File: config.mk
export PLATFORM = sky130hd
export DESIGN_NAME = mdrq_ctrl
export DESIGN_NICKNAME = d
export VERILOG_FILES = /design/src/hw/rtl/mdrq_pkg.sv /design/src/hw/rtl/mdrq_ctrl.sv
export SDC_FILE = /design/constraint.sdc
export NUM_CORES = 1
export LEC_CHECK = 0
export ABC_AREA = 1
export BUFFER_PORTS_ARGS = -buffer_cell sky130_fd_sc_hd__buf_2
export CAP_MARGIN = 20
export CORE_UTILIZATION = 55
export DETAILED_ROUTE_END_ITERATION = 8
export PLACE_DENSITY_LB_ADDON = 0.1
export SLEW_MARGIN = 20
export SYNTH_ARGS = -nofsm -noshare
export SYNTH_HDL_FRONTEND = slang
export SYNTH_SLANG_ARGS = --single-unit
File: constraint.sdc
create_clock -name clk -period 7.05 [get_ports clk]
set_clock_uncertainty 0.2 [all_clocks]
set_input_delay 0.705 -clock clk [delete_from_list [all_inputs] [get_ports clk]]
set_output_delay 0.705 -clock clk [all_outputs]
set_load 0.03 [all_outputs]
File: src/hw/rtl/mdrq_pkg.sv
`timescale 1ns / 1ps

package mdrq_pkg;

  // Ring sizes
  localparam int QUEUE_DEPTH = 64;
  localparam int DATA_BYTES  = 65536;
  localparam int QA_W        = $clog2(QUEUE_DEPTH);

  // Field widths
  localparam int CMD_W = 3;
  localparam int ST_W  = 3;
  localparam int SRC_W = 16;
  localparam int TAG_W = 31;
  localparam int LEN_W = 17;
  localparam int OFF_W = 16;
  localparam int CNT_W = 7;

  localparam logic [LEN_W-1:0] DATA_BYTES_L     = LEN_W'(DATA_BYTES);
  localparam logic [CNT_W-1:0] QUEUE_DEPTH_L    = CNT_W'(QUEUE_DEPTH);
  localparam logic [QA_W-1:0]  QUEUE_LAST_L     = QA_W'(QUEUE_DEPTH - 1);
  localparam logic [LEN_W-1:0] THRESHOLD_RESET  = LEN_W'(49152);

  typedef enum logic [CMD_W-1:0] {
    CMD_PUSH    = 3'd0,
    CMD_POP     = 3'd1,
    CMD_CLEAR   = 3'd2,
    CMD_REQUEST = 3'd3,
    CMD_QUERY   = 3'd4
  } cmd_t;

  typedef enum logic [ST_W-1:0] {
    ST_OK      = 3'd0,
    ST_EMPTY   = 3'd1,
    ST_FULL    = 3'd2,
    ST_NOSPACE = 3'd3,
    ST_IGNORED = 3'd4
  } status_t;

  typedef enum logic [1:0] {
    S_IDLE,
    S_EXEC,
    S_DROP
  } state_t;

  typedef struct packed {
    logic [CMD_W-1:0] cmd;
    logic [SRC_W-1:0] src_rank;
    logic [TAG_W-1:0] msg_tag;
    logic [LEN_W-1:0] msg_length;
    logic [CNT_W-1:0] clear_count;
  } in_word_t;

  typedef struct packed {
    logic [ST_W-1:0]  status;
    logic [SRC_W-1:0] out_src;
    logic [TAG_W-1:0] out_tag;
    logic [LEN_W-1:0] out_length;
    logic [OFF_W-1:0] data_offset;
    logic [LEN_W-1:0] pre_wrap_len;
    logic [CNT_W-1:0] entries;
    logic [LEN_W-1:0] bytes_used;
    logic             over_threshold;
  } out_word_t;

  typedef struct packed {
    logic [SRC_W-1:0] src;
    logic [TAG_W-1:0] tag;
    logic [LEN_W-1:0] len;
    logic [OFF_W-1:0] off;
  } desc_t;

  typedef struct packed {
    logic            wr_en;
    logic [QA_W-1:0] wr_addr;
    desc_t           wr_data;
    logic [QA_W-1:0] rd_addr;
  } mem_req_t;

endpackage

File: src/hw/rtl/mdrq_ctrl.sv
`timescale 1ns / 1ps

module mdrq_ctrl
  import mdrq_pkg::*;
(
  input  logic             clk,
  input  logic             rst_n,
  input  logic             start,
  input  in_word_t         in_word,
  output logic             busy,
  input  logic             cfg_we,
  input  logic [LEN_W-1:0] cfg_wdata,
  output logic             out_valid,
  output out_word_t        out_word,
  output mem_req_t         mem_req,
  input  desc_t            rd_data
);

  state_t           state_r, state_nxt;
  in_word_t         in_r;
  logic [QA_W-1:0]  head_r, head_nxt;
  logic [QA_W-1:0]  tail_r, tail_nxt;
  logic [CNT_W-1:0] entries_r, entries_nxt;
  logic [OFF_W-1:0] bhead_r, bhead_nxt;
  logic [OFF_W-1:0] btail_r, btail_nxt;
  logic [LEN_W-1:0] used_r, used_nxt;
  logic [CNT_W-1:0] rem_r, rem_nxt;
  logic [LEN_W-1:0] thr_r;
  logic             out_valid_r, out_valid_nxt;
  out_word_t        out_r, out_nxt;

  logic             accept;
  logic [LEN_W-1:0] free_bytes;
  logic [LEN_W-1:0] room;
  logic [LEN_W-1:0] tail_sum;
  logic [LEN_W-1:0] head_sum;
  logic [OFF_W-1:0] tail_adv;
  logic [OFF_W-1:0] head_adv;
  logic [LEN_W-1:0] used_dec;
  logic [QA_W-1:0]  head_inc;
  logic [QA_W-1:0]  tail_inc;

  assign busy      = (state_r != S_IDLE);
  assign accept    = start && !busy;
  assign out_valid = out_valid_r;
  assign out_word  = out_r;

  // Byte ring arithmetic
  always_comb begin
    free_bytes = DATA_BYTES_L - used_r;
    room       = DATA_BYTES_L - {1'b0, btail_r};
    tail_sum   = {1'b0, btail_r} + in_r.msg_length;
    head_sum   = {1'b0, bhead_r} + rd_data.len;
    tail_adv   = (tail_sum >= DATA_BYTES_L) ? OFF_W'(tail_sum - DATA_BYTES_L)
                                            : OFF_W'(tail_sum);
    head_adv   = (head_sum >= DATA_BYTES_L) ? OFF_W'(head_sum - DATA_BYTES_L)
                                            : OFF_W'(head_sum);
    used_dec   = (rd_data.len > used_r) ? '0 : used_r - rd_data.len;
    head_inc   = (head_r == QUEUE_LAST_L) ? '0 : head_r + 1'b1;
    tail_inc   = (tail_r == QUEUE_LAST_L) ? '0 : tail_r + 1'b1;
  end

  // Next state, ring updates and result word
  always_comb begin
    state_nxt     = state_r;
    head_nxt      = head_r;
    tail_nxt      = tail_r;
    entries_nxt   = entries_r;
    bhead_nxt     = bhead_r;
    btail_nxt     = btail_r;
    used_nxt      = used_r;
    rem_nxt       = rem_r;
    out_valid_nxt = 1'b0;
    out_nxt       = '0;
    mem_req       = '0;
    mem_req.wr_addr         = tail_r;
    mem_req.wr_data.src     = in_r.src_rank;
    mem_req.wr_data.tag     = in_r.msg_tag;
    mem_req.wr_data.len     = in_r.msg_length;
    mem_req.wr_data.off     = btail_r;
    out_nxt.status          = ST_OK;

    unique case (state_r)
      S_IDLE: begin
        if (accept) begin
          state_nxt = S_EXEC;
        end
      end

      S_EXEC: begin
        out_valid_nxt = 1'b1;
        state_nxt     = S_IDLE;
        unique case (in_r.cmd)
          CMD_PUSH: begin
            if (entries_r >= QUEUE_DEPTH_L) begin
              out_nxt.status = ST_FULL;
            end else if (in_r.msg_length > free_bytes) begin
              out_nxt.status = ST_NOSPACE;
            end else begin
              mem_req.wr_en = 1'b1;
              btail_nxt     = tail_adv;
              tail_nxt      = tail_inc;
              used_nxt      = used_r + in_r.msg_length;
              entries_nxt   = entries_r + 1'b1;
            end
          end
          CMD_POP: begin
            if (entries_r == '0) begin
              out_nxt.status = ST_EMPTY;
            end else begin
              out_nxt.out_src     = rd_data.src;
              out_nxt.out_tag     = rd_data.tag;
              out_nxt.out_length  = rd_data.len;
              out_nxt.data_offset = rd_data.off;
              bhead_nxt           = head_adv;
              used_nxt            = used_dec;
              head_nxt            = head_inc;
              entries_nxt         = entries_r - 1'b1;
            end
          end
          CMD_CLEAR: begin
            if (in_r.clear_count == entries_r) begin
              head_nxt    = '0;
              tail_nxt    = '0;
              entries_nxt = '0;
              bhead_nxt   = '0;
              btail_nxt   = '0;
              used_nxt    = '0;
            end else if (in_r.clear_count < entries_r) begin
              // Walk the head entries before reporting
              out_valid_nxt = 1'b0;
              rem_nxt       = in_r.clear_count;
              state_nxt     = S_DROP;
            end else begin
              out_nxt.status = ST_IGNORED;
            end
          end
          CMD_REQUEST: begin
            if (in_r.msg_length > free_bytes) begin
              out_nxt.status = ST_NOSPACE;
            end else begin
              out_nxt.data_offset  = btail_r;
              out_nxt.pre_wrap_len = (room >= in_r.msg_length) ? in_r.msg_length : room;
            end
          end
          default: begin
          end
        endcase
      end

      S_DROP: begin
        if (rem_r == '0) begin
          // Head now points at the first kept entry
          bhead_nxt     = rd_data.off;
          out_valid_nxt = 1'b1;
          state_nxt     = S_IDLE;
        end else begin
          used_nxt    = used_dec;
          head_nxt    = head_inc;
          entries_nxt = entries_r - 1'b1;
          rem_nxt     = rem_r - 1'b1;
        end
      end

      default: begin
        state_nxt = S_IDLE;
      end
    endcase

    // Read the entry the head will point at next cycle
    mem_req.rd_addr        = head_nxt;
    out_nxt.entries        = entries_nxt;
    out_nxt.bytes_used     = used_nxt;
    out_nxt.over_threshold = (used_nxt >= thr_r);
  end

  // Control state
  always_ff @(posedge clk) begin
    if (!rst_n) begin
      state_r     <= S_IDLE;
      head_r      <= '0;
      tail_r      <= '0;
      entries_r   <= '0;
      bhead_r     <= '0;
      btail_r     <= '0;
      used_r      <= '0;
      rem_r       <= '0;
      thr_r       <= THRESHOLD_RESET;
      out_valid_r <= 1'b0;
    end else begin
      state_r     <= state_nxt;
      head_r      <= head_nxt;
      tail_r      <= tail_nxt;
      entries_r   <= entries_nxt;
      bhead_r     <= bhead_nxt;
      btail_r     <= btail_nxt;
      used_r      <= used_nxt;
      rem_r       <= rem_nxt;
      out_valid_r <= out_valid_nxt;
      if (cfg_we) begin
        thr_r <= cfg_wdata;
      end
    end
  end

  // Payload registers
  always_ff @(posedge clk) begin
    if (accept) begin
      in_r <= in_word;
    end
    out_r <= out_nxt;
  end

`ifndef SYNTH
  a_entries_bound: assert property (@(posedge clk) disable iff (!rst_n)
    entries_r <= QUEUE_DEPTH_L)
    else $error("descriptor count beyond queue depth");

  a_used_bound: assert property (@(posedge clk) disable iff (!rst_n)
    used_r <= DATA_BYTES_L)
    else $error("used bytes beyond buffer size");

  a_empty_ptrs: assert property (@(posedge clk) disable iff (!rst_n)
    (entries_r == '0) |-> (head_r == tail_r))
    else $error("empty queue with head and tail apart");

  a_accept_exec: assert property (@(posedge clk) disable iff (!rst_n)
    accept |=> (state_r == S_EXEC))
    else $error("accepted word did not start execution");

  a_result_source: assert property (@(posedge clk) disable iff (!rst_n)
    out_valid_r |-> (state_r == S_IDLE) && ($past(state_r) != S_IDLE))
    else $error("result strobe without a finished command");
`endif

endmodule

# After elaboration in Yosys (flattened, before gate mapping)
# Index checks and enable logic that the tools add are counted.
# classes
n_addsub,11
n_lt_le_gt_ge,7
n_eq_ne,17
muxes,61
n_bitwise,3
reduce_logical,14
# op_table
cell,count
17-bit two-way mux,7
16-bit two-way mux,5
16-bit case mux with 2 select lines,2
7-bit two-way mux,9
17-bit case mux with 3 select lines,1
6-bit two-way mux,8
6-bit case mux with 2 select lines,3
17-bit >= comparator,2
17-bit greater-than comparator,2
17-bit case mux with 2 select lines,1
33-bit two-way mux,1
7-bit case mux with 2 select lines,2
7-bit case mux with 3 select lines,1
16-bit by 17-bit adder with 17-bit output,1
17-bit adder,1
17-bit >= comparator (second input constant),1
17-bit by 16-bit subtractor with 17-bit output (first input constant),1
17-bit subtractor,1
17-bit subtractor (first input constant),1
2-bit != test (second input constant),8
16-bit by 1-bit subtractor with 16-bit output (second input constant),1
7-bit zero test,2
7-bit by 1-bit subtractor with 7-bit output (second input constant),2
6-bit by 1-bit adder with 6-bit output (second input constant),2
25 further kinds,48
# totals
register_bits,278
output_inout_bits,220

# Depth between registers and ports, before layout
# logic_depth
depth_word,7
mapped_depth,36
depth_no_buf,36

# Worst setup path before layout
# OpenSTA, ideal clock, no wires.
# synth_timing
path_type,reg-to-reg
start,register used_r[1]
end,register out_r (netlist bit out_word[0])
setup_time_ps,74
t_arrival_ps,4234
required_ps,6776
path_slack_ps,2541
stages_incl_launch_ff,36
n_path_buf,0
path_cell_list,dfxtp_1 -> inv_1 -> ha_1 -> nand2_1 -> nor4_2 -> nand2_1 -> nor2_1 -> nand3_1 -> nor3_2 -> nand3_1 -> nor3_2 -> xnor2_1 -> ha_1 -> nand2_1 -> nor2_1 -> and2_1 -> nand4_2 -> nand2_4 -> nand2_1 -> nand2_2 -> nand3_4 -> nand2_4 -> inv_2 -> nand2_1 -> nand3_1 -> nand2_1 -> inv_1 -> ha_1 -> nand2_1 -> o21ai_0 -> a31oi_1 -> o221ai_1 -> nand2_1 -> a21oi_1 -> nor2_1 -> o21ai_0
# synth_rtl
item,line,rtl
"start, declared",mdrq_ctrl.sv:26,"logic [LEN_W-1:0] used_r, used_nxt;"
"start signal, assigned",mdrq_ctrl.sv:197,used_r <= used_nxt;
"end signal, assigned",mdrq_ctrl.sv:211,out_r <= out_nxt;
"end, declared",mdrq_ctrl.sv:30,"out_word_t out_r, out_nxt;"

==> results.json <==
{
  "multiInputGateArea_um2": 7100,
  "grt_pass1_wl_um": 64000,
  "routed_wl_um": 41800,
  "total_number_of_vias": 13572,
  "largest_net_degree_at_the_start_of_global_routing": 68,
  "layout.cells.most_common_list": "buf_2, nand2_1, inv_1, dfxtp_1, nor2_1",
  "synthDistinctLibCells": 57,
  "diodes": 0,
  "yosys_register_bits": 278,
  "clkLatencyLatePin_ns": 0.58,
  "postSynthNetCount": 2161,
  "route.detailed.wl_per_inst_um": 16.4,
  "synth.area.top_cells": "dfxtp_1, edfxtp_1, ha_1",
  "post-synth-top-area-fraction_pct": 27.1,
  "violation_count_after_the_first_detailed_routing_iteration": 1023,
  "slew_violations": 0,
  "cp-end-kind": "register",
  "die-area_um2": 28100,
  "max_cap_viol_count": 0,
  "cellLeakagePower_nw": 9.30,
  "syn_inst": 1867,
  "fin_setup_tns_ns": 0,
  "postCtsResizedCells": 0,
  "final_layout_size_suffix_gt1_share_pct": 23.6,
  "track_usage_pct": 28.8,
  "synth_edf_count": 74,
  "syn_avg_cell_area_um2": 8.08,
  "mappedNetlistArea_um2": 15100,
  "num-nets-final": 2481,
  "rsz0062_at_grt": "false",
  "dp_slack_ns": 1.33,
  "timing.critical_path.slowest_stage_cell": "dfxtp_1",
  "core_region_area_um2": 27000,
  "clock_tree.buffer_depth": 3,
  "critical-path-top-cell-by-count": "nand2_1",
  "criticalPathCategory": "reg -> reg",
  "post-synth-top-area-cell": "dfxtp_1",
  "hold_path_class": "in -> reg",
  "yosysSeqAreaShare_pct": 41.8,
  "critical-path-max-stage-delay_ns": 0.43,
  "antenna_left": 0,
  "synth.yosys.warnings": 0,
  "post_cts_buffers": 0,
  "worstPathMaxFanout": 27,
  "crit_path_start_kind": "register",
  "layout.cells.most_common": "buf_2",
  "overflow": 0,
  "path_clk_slew_ns": 0.07,
  "num_rows": 60,
  "drtPass1Iterations": 9,
  "ir_worst_vdd_mv": 0.192,
  "globalplace.congestion": 1.01,
  "placement.io_buffers": 394,
  "stdcell_area_um2": 17900,
  "required_ns": 7.36,
  "fin_ws_ns": 1.26,
  "tritoncts": "done",
  "total_clock_buffers_created_by_cts": 30,
  "fill_cells": 2357,
  "critPathBufInv": 3,
  "hpwl_um": 32700,
  "status": "complete, no violations",
  "die_w_um": 168,
  "asyncSetResetFlopFracSynth_pct": 0,
  "critical-path-top-delay-family": "simple AND/OR/NAND/NOR gates",
  "final_min_period_over_clock_period_pct": 82.2,
  "vias_per_cell": 5.32,
  "floorplan.initialDensity_pct": 55.9,
  "numClockSinks": 278,
  "fmax_mhz": 173,
  "final_hold_viol_count": 0,
  "finalSetupViolations": 0,
  "ctsHtreeMaxLevel": 1,
  "layout.area.seq_um2": 6310,
  "holdBufCountCts": 0,
  "max-slew-margin-rel_pct": 29.5,
  "crit_path_dat_ns": 6.10,
  "antenna_found_initial": 1,
  "number_of_global_route_vias_before_repair": 12341,
  "num_io_pins": 395,
  "dpl-instance-area_um2": 16800,
  "post-route-min-period_ns": 5.79,
  "synth_flop_cell": "dfxtp_1",
  "areaGrowthSynthToFinish_pct": 18.5,
  "worst_slew_pin_slew_ns": 1.06,
  "clk_root_buffer_cell": "clkbuf_16",
  "drcViolationCount": 0,
  "pwr_density_cell_nw_per_um2": 232,
  "die_height_um": 168
}
[layout make-up]
| type | instances | share of cell area (%) |
|---|---|---|
| Timing Repair Buffer | 399 | 11.2 |
| Sequential cell | 278 | 35.3 |
| Tap cell | 341 | 2.39 |
| Clock buffer | 38 | 4.72 |
| Clock inverter | 18 | 1.21 |
| Multi-Input combinational cell | 1222 | 39.8 |
| Inverter | 256 | 5.38 |
[logic make-up after synthesis]
logic type      synth area share (%)
fa+ha+maj                       10.0
buf+inv                         11.1
compound gates                  12.2
simple gates                    21.4
xor+xnor                        3.37
flops                           41.8
[metal layers]
| layer | GRT usage, % | wire length, um | up-vias | part of all wire, % |
|---|---|---|---|---|
| met3 | 6.19 | 3300 | 101 | 7.9 |
| met1 | 35.8 | 17300 | 6196 | 41 |
| met5 | 0 | 12 | - | 0.029 |
| li1 | - | - | 6723 | - |
| met2 | 48.7 | 19500 | 550 | 47 |
| met4 | 11.1 | 1660 | 2 | 4.0 |
[flip-flops by register name (all words and copies together) (netlist names), 7 cells and up]
register	flops
out_word	125
mem_req	64
used_r	17
entries_r	7
btail_r	16
in_r	10
rem_r	7
thr_r	17
[per-stage QoR]
stage	power, mW	hold slack (ns)	util (%)	cells
floorplan	2.33	0.235	-	1867
global placement	2.51	0.256	62.3	2496
detailed placement	2.52	0.257	62.3	2496
CTS	4.17	0.0779	66.3	2552
global route	4.31	0.0884	66.3	2552
finish	4.15	0.0970	66.3	2552
[power breakdown]
part	internal, mW	total [mW]	switching, mW	leakage [nW]
clock	0.995	1.64	0.649	0.521
combinational	0.246	0.744	0.497	6.42
sequential	1.71	1.76	0.0522	2.37
[path summary, 6_finish.rpt]
kind,start,endpoint,slack [ns],cells past startpoint
setup / recovery,used_r[1]$_SDFF_PN0_,out_word[0]$_DFF_P_,1.26,33
hold / removal,in_word[8],mem_req[23]$_DFFE_PP_,0.1,1
setup reg to reg,used_r[1]$_SDFF_PN0_,out_word[0]$_DFF_P_,1.26,33
hold reg to reg,thr_r[13]$_SDFFE_PN0P_,thr_r[13]$_SDFFE_PN0P_,0.26,2
[cells in the mapped netlist, types with 3 or more instances]
library cell and number:
a211oi_1 4, a21o_1 11, a21oi_1 163, a31oi_1 7
a32oi_1 16, buf_1 3, buf_2 20, buf_4 67
buf_6 3, clkbuf_1 18, dfxtp_1 204, edfxtp_1 74
fa_1 3, ha_1 116, inv_1 242, inv_2 14
nand2_1 344, nand2_2 8, nand2_4 5, nand3_1 84
nand3_2 4, nand3b_1 6, nand4_1 25, nor2_1 183
nor2_2 7, nor2_4 3, nor3_1 15, nor3_2 10
o211ai_1 5, o21ai_0 89, o21ai_1 7, o21bai_1 6
o22ai_1 5, o31ai_1 3, or2_2 8, xnor2_1 19
xor2_1 39
Power figures use the tool's default switching activity.
